$ cat src/tai_pkg.sv
`default_nettype none

package tai_pkg;

	// Event kinds reported by the core
	localparam logic [1:0] KIND_RETIRE = 2'd0;
	localparam logic [1:0] KIND_EXC    = 2'd1;
	localparam logic [1:0] KIND_RET    = 2'd2;
	localparam logic [1:0] KIND_STATUS = 2'd3;

	// Privilege levels
	localparam logic [1:0] LVL_U = 2'd0;
	localparam logic [1:0] LVL_S = 2'd1;
	localparam logic [1:0] LVL_R = 2'd2;
	localparam logic [1:0] LVL_M = 2'd3;

	// Slot of each level in the per-level save registers and enable bits
	localparam logic [1:0] IDX_U = 2'd0;
	localparam logic [1:0] IDX_S = 2'd1;
	localparam logic [1:0] IDX_M = 2'd2;

	// Handler mode held in the low bits of a vector register
	localparam logic [1:0] MODE_VECTORED = 2'd1;

	// Configuration register indexes
	localparam logic [2:0] CFG_MVEC    = 3'd0;
	localparam logic [2:0] CFG_SVEC    = 3'd1;
	localparam logic [2:0] CFG_UVEC    = 3'd2;
	localparam logic [2:0] CFG_MEXCDEL = 3'd3;
	localparam logic [2:0] CFG_MINTDEL = 3'd4;
	localparam logic [2:0] CFG_SEXCDEL = 3'd5;
	localparam logic [2:0] CFG_SINTDEL = 3'd6;
	localparam logic [2:0] CFG_INTEN   = 3'd7;

	typedef struct packed {
		logic [1:0]  kind;
		logic [31:0] instr_pc;
		logic [31:0] next_pc;
		logic [3:0]  exc_code;
		logic [31:0] trap_value;
		logic [1:0]  return_level;
		logic [11:0] pending_lines;
		logic [9:0]  status_value;
	} tai_in_t;

	typedef struct packed {
		logic [31:0] new_pc;
		logic [1:0]  new_priv;
		logic        trap_taken;
		logic        is_interrupt;
		logic [3:0]  cause_code;
		logic [9:0]  status_out;
	} tai_out_t;

	typedef struct packed {
		logic [31:0] machine_vector;
		logic [31:0] super_vector;
		logic [31:0] user_vector;
		logic [15:0] m_exc_delegate;
		logic [11:0] m_int_delegate;
		logic [15:0] s_exc_delegate;
		logic [11:0] s_int_delegate;
		logic [11:0] int_enable_mask;
	} tai_cfg_t;

	// Architectural trap state, one save slot per level (user, super, machine)
	typedef struct packed {
		logic [1:0]       priv;
		logic [2:0]       ie;
		logic [2:0]       pie;
		logic [1:0]       mpp;
		logic             spp;
		logic [2:0][31:0] epc;
		logic [2:0][4:0]  cause;
		logic [2:0][31:0] tval;
	} tai_state_t;

endpackage

`default_nettype wire

$ cat src/tai_core.sv
`default_nettype none

// Next-state and result logic for one transaction
module tai_core #(
	parameter bit HAS_USER_MODE = 1'b1
) (
	input  tai_pkg::tai_state_t st,
	input  tai_pkg::tai_cfg_t   cfg,
	input  tai_pkg::tai_in_t    item,
	output tai_pkg::tai_state_t nxt,
	output tai_pkg::tai_out_t   res
);
	import tai_pkg::*;

	localparam logic [1:0] MPP_CLEAR = HAS_USER_MODE ? LVL_U : LVL_M;
	localparam logic       SPP_CLEAR = HAS_USER_MODE ? 1'b0 : 1'b1;

	// Fixed priority MEI, MSI, MTI, SEI, SSI, STI, UEI, USI, UTI
	function automatic logic [3:0] prio_code(input logic [11:0] set);
		logic [3:0] c;
		if (set[11])     c = 4'd11;
		else if (set[3]) c = 4'd3;
		else if (set[7]) c = 4'd7;
		else if (set[9]) c = 4'd9;
		else if (set[1]) c = 4'd1;
		else if (set[5]) c = 4'd5;
		else if (set[8]) c = 4'd8;
		else if (set[0]) c = 4'd0;
		else if (set[4]) c = 4'd4;
		else             c = 4'd0;
		return c;
	endfunction

	function automatic logic [1:0] lvl_idx(input logic [1:0] lvl);
		logic [1:0] i;
		if (lvl == LVL_M)      i = IDX_M;
		else if (lvl == LVL_S) i = IDX_S;
		else                   i = IDX_U;
		return i;
	endfunction

	tai_state_t  mid;
	logic [31:0] pc;
	logic        enter;
	logic        irq;
	logic [3:0]  code;
	logic [1:0]  target;
	logic [1:0]  idx;
	logic [1:0]  prior;
	logic [31:0] vec;
	logic [31:0] epc_val;
	logic [11:0] pend;
	logic [11:0] pend_del;
	logic [11:0] m_set;
	logic [11:0] s_set;
	logic [11:0] u_set;
	logic [1:0]  mpp_wr;

	always_comb begin
		mid     = st;
		pc      = item.next_pc;
		enter   = 1'b0;
		irq     = 1'b0;
		code    = 4'd0;
		target  = LVL_M;
		epc_val = item.next_pc;
		mpp_wr  = item.status_value[7:6];
		if (mpp_wr == LVL_R) begin
			mpp_wr = MPP_CLEAR;
		end

		// Returns and status writes update state before interrupt selection
		case (item.kind)
			KIND_RET: begin
				case (item.return_level)
					LVL_M: begin
						mid.priv   = st.mpp;
						mid.ie[2]  = st.pie[2];
						mid.pie[2] = 1'b1;
						mid.mpp    = MPP_CLEAR;
						pc         = st.epc[IDX_M];
					end
					LVL_S: begin
						mid.priv   = {1'b0, st.spp};
						mid.ie[1]  = st.pie[1];
						mid.pie[1] = 1'b1;
						mid.spp    = SPP_CLEAR;
						pc         = st.epc[IDX_S];
					end
					LVL_U: begin
						mid.priv   = LVL_U;
						mid.ie[0]  = st.pie[0];
						mid.pie[0] = 1'b1;
						pc         = st.epc[IDX_U];
					end
					default: begin
					end
				endcase
			end
			KIND_STATUS: begin
				mid.ie  = item.status_value[2:0];
				mid.pie = item.status_value[5:3];
				mid.mpp = mpp_wr;
				mid.spp = item.status_value[8];
			end
			default: begin
			end
		endcase

		// Interrupt filtering by enable, delegation and global enables
		pend     = item.pending_lines & cfg.int_enable_mask;
		m_set    = pend & ~cfg.m_int_delegate;
		pend_del = pend & cfg.m_int_delegate;
		s_set    = pend_del & ~cfg.s_int_delegate;
		u_set    = pend_del & cfg.s_int_delegate;

		if (item.kind == KIND_EXC) begin
			// Synchronous exception with two-stage delegation
			if (st.priv == LVL_M || !cfg.m_exc_delegate[item.exc_code]) begin
				target = LVL_M;
			end else if (st.priv == LVL_S || !cfg.s_exc_delegate[item.exc_code]) begin
				target = LVL_S;
			end else begin
				target = LVL_U;
			end
			enter   = 1'b1;
			code    = item.exc_code;
			epc_val = item.instr_pc;
		end else if (m_set != 12'd0 && (mid.priv != LVL_M || mid.ie[2])) begin
			target  = LVL_M;
			enter   = 1'b1;
			irq     = 1'b1;
			code    = prio_code(m_set);
			epc_val = pc;
		end else if (s_set != 12'd0 &&
			(mid.priv == LVL_U || (mid.priv == LVL_S && mid.ie[1]))) begin
			target  = LVL_S;
			enter   = 1'b1;
			irq     = 1'b1;
			code    = prio_code(s_set);
			epc_val = pc;
		end else if (u_set != 12'd0 && mid.priv == LVL_U && mid.ie[0]) begin
			target  = LVL_U;
			enter   = 1'b1;
			irq     = 1'b1;
			code    = prio_code(u_set);
			epc_val = pc;
		end

		// Handler entry: save context, stack enables, jump to vector
		nxt   = mid;
		idx   = lvl_idx(target);
		prior = mid.priv;
		if (target == LVL_M) begin
			vec = cfg.machine_vector;
		end else if (target == LVL_S) begin
			vec = cfg.super_vector;
		end else begin
			vec = cfg.user_vector;
		end
		if (enter) begin
			nxt.priv       = target;
			nxt.epc[idx]   = epc_val;
			nxt.cause[idx] = {irq, code};
			nxt.pie[idx]   = mid.ie[idx];
			nxt.ie[idx]    = 1'b0;
			if (!irq) begin
				nxt.tval[idx] = item.trap_value;
			end
			if (target == LVL_M) begin
				nxt.mpp = prior;
			end else if (target == LVL_S) begin
				nxt.spp = prior[0];
			end
			pc = {vec[31:2], 2'b00};
			if (irq && vec[1:0] == MODE_VECTORED) begin
				pc = pc + {26'd0, code, 2'b00};
			end
		end

		res.new_pc       = pc;
		res.new_priv     = nxt.priv;
		res.trap_taken   = enter;
		res.is_interrupt = irq;
		res.cause_code   = code;
		res.status_out   = {1'b0, nxt.spp, nxt.mpp, nxt.pie, nxt.ie};
	end

endmodule

`default_nettype wire

$ cat src/trap_and_interrupt_unit.sv
// Trap and interrupt unit for a user/supervisor/machine core.
// The core sends one transaction per event (retired instruction, exception,
// trap return, status write) on the in channel (valid/ready, payload in_data)
// and receives one result per transaction on the out channel: next pc,
// privilege, trap flags, cause and packed status.
// Configuration (vectors, delegation masks, interrupt enables) is written
// through cfg_we/cfg_index/cfg_data while no transaction is in flight.
// A transaction is registered in the input stage, evaluated against the
// trap state, and its result is registered in the output register.
// Throughput is one transaction per cycle unless the receiver stalls; the
// state update and result both complete in the single evaluation stage.
// When the receiver stalls, the output register holds its result and one
// further transaction may wait in the input stage; in_ready then drops.
// Reset puts the core at machine level with all enables, stacked state,
// save registers and configuration cleared; both stages come up empty.
`default_nettype none

module trap_and_interrupt_unit #(
	parameter bit HAS_USER_MODE = 1'b1
) (
	input  wire               clk,
	input  wire               arst_n,
	input  wire               in_valid,
	output logic              in_ready,
	input  tai_pkg::tai_in_t  in_data,
	output logic              out_valid,
	input  wire               out_ready,
	output tai_pkg::tai_out_t out_data,
	input  wire               cfg_we,
	input  wire [2:0]         cfg_index,
	input  wire [31:0]        cfg_data
);
	import tai_pkg::*;

	// Trap state after reset: machine level, everything else cleared
	localparam tai_state_t STATE_RESET = '{priv: LVL_M, ie: '0, pie: '0, mpp: '0,
		spp: 1'b0, epc: '0, cause: '0, tval: '0};

	tai_cfg_t   cfg_q;
	tai_state_t state_q;
	tai_state_t state_nxt;
	tai_in_t    item_s1;
	logic       valid_s1;
	tai_out_t   res;
	tai_out_t   res_s2;
	logic       valid_s2;
	logic       advance;

	// Output stage moves when empty or being taken
	assign advance   = !valid_s2 || out_ready;
	assign in_ready  = !valid_s1 || advance;
	assign out_valid = valid_s2;
	assign out_data  = res_s2;

	// Configuration registers
	always_ff @(posedge clk or negedge arst_n) begin
		if (!arst_n) begin
			cfg_q <= '0;
		end else if (cfg_we) begin
			case (cfg_index)
				CFG_MVEC:    cfg_q.machine_vector  <= cfg_data;
				CFG_SVEC:    cfg_q.super_vector    <= cfg_data;
				CFG_UVEC:    cfg_q.user_vector     <= cfg_data;
				CFG_MEXCDEL: cfg_q.m_exc_delegate  <= cfg_data[15:0];
				CFG_MINTDEL: cfg_q.m_int_delegate  <= cfg_data[11:0];
				CFG_SEXCDEL: cfg_q.s_exc_delegate  <= cfg_data[15:0];
				CFG_SINTDEL: cfg_q.s_int_delegate  <= cfg_data[11:0];
				CFG_INTEN:   cfg_q.int_enable_mask <= cfg_data[11:0];
				default: begin
				end
			endcase
		end
	end

	// Input stage
	always_ff @(posedge clk or negedge arst_n) begin
		if (!arst_n) begin
			valid_s1 <= 1'b0;
		end else if (in_ready) begin
			valid_s1 <= in_valid;
		end
	end

	always_ff @(posedge clk) begin
		if (in_ready && in_valid) begin
			item_s1 <= in_data;
		end
	end

	tai_core #(
		.HAS_USER_MODE(HAS_USER_MODE)
	) u_core (
		.st  (state_q),
		.cfg (cfg_q),
		.item(item_s1),
		.nxt (state_nxt),
		.res (res)
	);

	// Trap state commits as the transaction leaves the input stage
	always_ff @(posedge clk or negedge arst_n) begin
		if (!arst_n) begin
			state_q <= STATE_RESET;
		end else if (valid_s1 && advance) begin
			state_q <= state_nxt;
		end
	end

	// Output register
	always_ff @(posedge clk or negedge arst_n) begin
		if (!arst_n) begin
			valid_s2 <= 1'b0;
		end else if (advance) begin
			valid_s2 <= valid_s1;
		end
	end

	always_ff @(posedge clk) begin
		if (valid_s1 && advance) begin
			res_s2 <= res;
		end
	end

endmodule

`default_nettype wire
$ cat config.mk
export PLATFORM = sky130hd
export DESIGN_NAME = trap_and_interrupt_unit
export DESIGN_NICKNAME = d
export VERILOG_FILES = /design/src/tai_pkg.sv /design/src/tai_core.sv /design/src/trap_and_interrupt_unit.sv
export SDC_FILE = /design/constraint.sdc
export NUM_CORES = 1
export LEC_CHECK = 0
export ABC_AREA = 1
export ABC_CLOCK_PERIOD_IN_PS = 4800
export BUFFER_PORTS_ARGS = -buffer_cell sky130_fd_sc_hd__buf_2
export CORE_ASPECT_RATIO = 1.5
export CORE_MARGIN = 10
export CORE_UTILIZATION = 50
export DETAILED_ROUTE_END_ITERATION = 8
export PLACE_DENSITY = 0.68
export SLEW_MARGIN = 20
export SYNTH_ARGS = -nofsm -noshare
export SYNTH_HDL_FRONTEND = slang
export SYNTH_SLANG_ARGS = --single-unit
$ cat constraint.sdc
create_clock -name clk -period 4.8 [get_ports clk]
set_input_delay 0.48 -clock clk [delete_from_list [all_inputs] [get_ports clk]]
set_output_delay 0.48 -clock clk [all_outputs]
set_load 0.02 [all_outputs]
## Word level (Yosys, flattened, before mapping)

Index checks and enable logic that the tools add are counted.

| word-level totals | value |
|---|---|
| input bits | 166 |
| register bits after elaboration | 558 |
| logic and storage cells | 194 |

| cells by class | value |
|---|---|
| mux-type cells | 87 |
| magnitude comparators | 3 |
| $add $sub $neg | 1 |
| reductions and logical operators | 35 |
| eq/ne operators | 20 |
| bitwise gates (word level) | 10 |

Operators by type and width:

| kind | count |
|---|---|
| 2-to-1 mux 32 bit | 10 |
| 2-to-1 mux 218 bit | 1 |
| bitwise mux 96 bit | 2 |
| 2-to-1 mux 4 bit | 28 |
| 2-to-1 mux 96 bit | 1 |
| case mux 32 bit (3 select lines) | 1 |
| demux 32 bit (select 2 bit) | 1 |
| AND 12 bit | 5 |
| nonzero test 12 bit | 3 |
| adder 32 x 6 -> 32 bit | 1 |
| inverter 12 bit | 2 |
| 2-to-1 mux 1 bit | 20 |
| 2-to-1 mux 2 bit | 10 |
| case mux 9 bit (2 select lines) | 1 |
| AND reduction 2 bit | 9 |
| bitwise mux 15 bit | 1 |
| equality test 2 x 1 -> 1 bit (second input constant) | 6 |
| equality test 2 bit (second input constant) | 6 |
| equality test 3 bit (second input constant) | 4 |
| demux 5 bit (select 2 bit) | 1 |
| logical AND 1 bit | 9 |
| 2-to-1 mux 3 bit | 3 |
| binary-select mux 1 bit (select 4 bit) | 2 |
| equality test 3 x 2 -> 1 bit (second input constant) | 2 |
| other kinds (18) | 27 |

## Depth between registers and ports, before layout

| logic depth | value |
|---|---|
| depth after elaboration | 20 |
| gate-level depth with buffers | 33 |
| gate-level depth less buffers | 30 |

## By module

From an unflattened synthesis, not the netlist that was laid out.

| unflattened totals | value |
|---|---|
| cells, all modules | 3,537 |
| area, all modules | 28,066.9 µm² |

By module, submodules not included:

| module | instances | area an instance (µm²) | seq. area each (µm²) | cells each |
|---|---|---|---|---|
| trap_and_interrupt_unit | 1 | 20,288.2 | 14,896.8 | 1,865 |
| tai_core | 1 | 7,778.7 | 0.0 | 1,672 |

## Worst setup path before layout

OpenSTA, ideal clock, no wires.

| timing path | value |
|---|---|
| path type | register -> register |
| from | reg item_s1[23] in the netlist's numbering |
| to | reg res_s2, in the netlist out_data[40], data pin |
| path slack | 0.730 ns |
| arrival | 3.816 ns |
| required time | 4.546 ns |
| stages on the path, launching flop included | 30 |
| period minus slack after synthesis | 4.070 ns |
| library setup time | 0.254 ns |
| path buffers | 2 |
| cells stage by stage | edfxtp_1 > nor2_1 > a21oi_1 > nor2_2 > nand3_2 > nor2_4 > nand2_4 > nor2_8 > nor2_8 > nand2_4 > buf_6 > buf_4 > nor2_1 > a221o_1 > inv_1 > ha_1 > inv_1 > fa_1 > inv_1 > nand2_1 > o21ai_0 > inv_1 > nor2_4 > nand2_4 > nor2_8 > nand2_1 > nor2_1 > nand2_1 > nand3_1 > nand2_1 |

RTL lines:

| item | RTL line | source |
|---|---|---|
| start, declared | trap_and_interrupt_unit.sv:42 | `tai_in_t item_s1;` |
| start signal, assigned | trap_and_interrupt_unit.sv:86 | `item_s1 <= in_data;` |
| end signal, assigned | trap_and_interrupt_unit.sv:120 | `res_s2 <= res;` |
| end, declared | trap_and_interrupt_unit.sv:45 | `tai_out_t res_s2;` |

==> results.yml <==
final_layout:
  mostFrequentLayoutCells: "nand2_1, dfrtp_1, o21ai_0"
  drive_gt1_share_pct: 20.14
  final_common_cell: "nand2_1"
  stdcell_count: 2789
  antenna_cells: 0
  area_growth_pct: 14.78
  seq_area_sq_um: 11100
  nFillCells: 3359
  fin_nets: 2434
  multiInputGateArea_sq_um: 7421
synth:
  netlist_area_sq_um: 19480
  synth-edff-count: 142
  synth.net_count: 2264
  yosys_most_used_dff: "dfrtp_1"
  netlist_instances: 2093
  seq_area_frac_synth_pct: 56.96
  ys_types: 54
  synth_warnings: 0
  ys_ff_latch: 415
  async_flop_share_pct: 65.78
  syn_area_per_cell_sq_um: 9.308
sta:
  tightest_slew_ps: 984.7
  hold_viol_final: 0
  slew_violations: 0
  layout_setup_ws_ps: 300.5
  setup_viol: 0
  max_freq_mhz: 222.2
  skew_ps: 21.42
  min_period_ps: 4500
  timing.hold.ws_ps: 47.68
  fin_crit_sh_pct: 93.74
  slew_headroom_pct: 34.17
die:
  initial_utilization_pct: 50.56
  num_rows: 88
  fp.dieW_microns: 181.2
  die_h_microns: 261.8
  dieArea_sq_um: 47420
  core_region_area_sq_um: 38540
  io_pins: 218
global_routing:
  grt_pass1_wl_microns: 85400
  grt_max_degree: 125
  grt_antenna_before_repair: 0
  overflow: 0
  track_usage_pct: 22.49
  grt_pass1_vias: 15269
place:
  place_congestion: 0.9017
  dp_slack_ps: 251.0
  port_buffers: 183
  dpl.cell_count: 2715
  dp.final_hpwl_microns: 38040
drt:
  dr.pass1.iters: 6
  postRouteWirelength_microns: 54680
  drt-initial-drc-count: 1385
  wl_per_cell_microns: 19.61
  ant_nets: 0
  vias: 15489
  viasPerCell: 5.554
  drc: 0
run_status:
  status: "finished clean"
clocking:
  cts.sinks: 415
  tritoncts: "yes"
  clock_insertion_delay_worst_skew_ps: 550
  path_clk_slew_ps: 60
  cts_buffer_depth: 3
  root_buffer: "clkbuf_16"
  post_cts_buffers: 0
  cts-buffers-inserted: 41
  ctsHoldBuffers: 0
  post_cts_resized: 0
  htreeDepth: 2
min_path:
  hold_class: "input port to async pin"
power_and_ir_drop:
  power_density_nw_per_um2: 520.6
  leakage_nw: 10.30
  ir_drop_mv: 0.3673
  power.total_mw: 11.64
worst_setup_path:
  cp_max_fo: 18
  end_kind: "flop"
  reg2reg_depth: 24
  arrival_ps: 4800
  crit_path_max_incr_delay_ps: 510
  crit_path_cell_trace: "nand2_2, or2_2, nand2_1, nor2_4, nand3_2, nor2_4, nand2_4, nor2_8, nor2_8, buf_4, o221ai_1, inv_1, ha_1, nand3_1, nand2_1, nand2_1, nand2_1, nand2_2, nor2_4, nand2_2, nor2_1, nand4_1, nand3_1, nand2_1"
  crit_required_ps: 5100
  slowest_stage: "edfxtp_1"
  crit_path_frequent_cell: "nand2_1"
  crit_path_start_kind: "flop"
  crit_type: "flop to flop"
run:
  maxCapViolations: 0
==> per-stage QoR <==
| step | util (%) | TNS, ps | cell area [sq um] |
|---|---|---|---|
| after floorplan | - | 0 | 19480 |
| after global placement | 54.27 | 0 | 20920 |
| after detailed placement | 54.27 | 0 | 20920 |
| after CTS | 57.95 | 0 | 22330 |
| after global routing | 58.03 | -0.3757 | 22360 |
| final | 58.03 | 0 | 22360 |
==> path summary, 6_finish.rpt <==
path,from,to,slack (ps)
worst min-delay path,arst_n,cfg_q[123]$_DFFE_PN0P_,50
min in group clk,in_data[58],item_s1[58]$_DFFE_PP_,100
worst max-delay path,item_s1[124]$_DFFE_PP_,out_data[43]$_DFFE_PP_,300
max in group asynchronous,arst_n,async pin,3500
worst min register to register,cfg_q[122]$_DFFE_PN0P_,cfg_q[122]$_DFFE_PN0P_,480
worst max register to register,item_s1[124]$_DFFE_PP_,out_data[43]$_DFFE_PP_,300
==> logic make-up after synthesis <==
family / after synthesis / synth area share, %
AND/OR/NAND/NOR: 981 / 22.62
flip-flops: 415 / 56.96
AO/OA/AOI/OAI: 343 / 9.479
buffers and inverters: 254 / 5.253
multiplexers: 84 / 4.855
XOR/XNOR: 10 / 0.4496
adder cells (fa/ha/maj): 5 / 0.3597
other: 1 / 0.01925
==> metal layers <==
| layer | vias up | GRT usage [%] | part of all wire [%] |
|---|---|---|---|
| met1 | 7583 | 27.97 | 41 |
| li1 | 7318 | - | - |
| met2 | 506 | 40.24 | 52 |
| met5 | - | 0 | 0 |
| met4 | 0 | 6.659 | 2.4 |
| met3 | 82 | 2.781 | 5.0 |
==> area by class of cell <==
type	instances	share of cell area, %
Inverter	166	2.814
Multi-Input combinational cell	1424	33.18
Clock inverter	20	1.018
Clock buffer	54	5.315
Tap cell	495	2.770
Timing Repair Buffer	215	5.271
Sequential cell	415	49.63
==> report_power, final <==
part	internal [mW]	switching (mW)
clock network	1.97	1.37
registers	4.62	0.472
logic	1.13	2.08
==> cells in the mapped netlist, types with 9 or more instances <==
| cell | n | area (sq um) |
|---|---|---|
| buf_2 | 14 | 70.07 |
| nor2_4 | 12 | 135.1 |
| nand2_2 | 12 | 75.07 |
| or2_1 | 9 | 56.30 |
| o21ai_0 | 227 | 1136 |
| nand3b_1 | 20 | 150.1 |
| clkbuf_1 | 62 | 232.7 |
| a31oi_1 | 28 | 175.2 |
| dfrtp_1 | 271 | 6782 |
| or2_2 | 12 | 75.07 |
| nand2_1 | 551 | 2068 |
| nor2_2 | 15 | 93.84 |
| nand4_1 | 30 | 187.7 |
| mux2_2 | 84 | 945.9 |
| nand3_1 | 121 | 605.6 |
| inv_1 | 152 | 570.6 |
| edfxtp_1 | 142 | 4264 |
| inv_2 | 12 | 45.04 |
| nor2_1 | 168 | 630.6 |
| a21oi_1 | 50 | 250.2 |
==> critical path, delay by kind of cell, from the launching register on <==
kind,cells,cell delay [ps]
AND/OR/NAND/NOR,20,2680
flip-flops,1,510
AO/OA/AOI/OAI,1,390
buffers and inverters,2,330
adder cells (fa/ha/maj),1,310
Note: power is estimated with default switching activity, not from simulation.
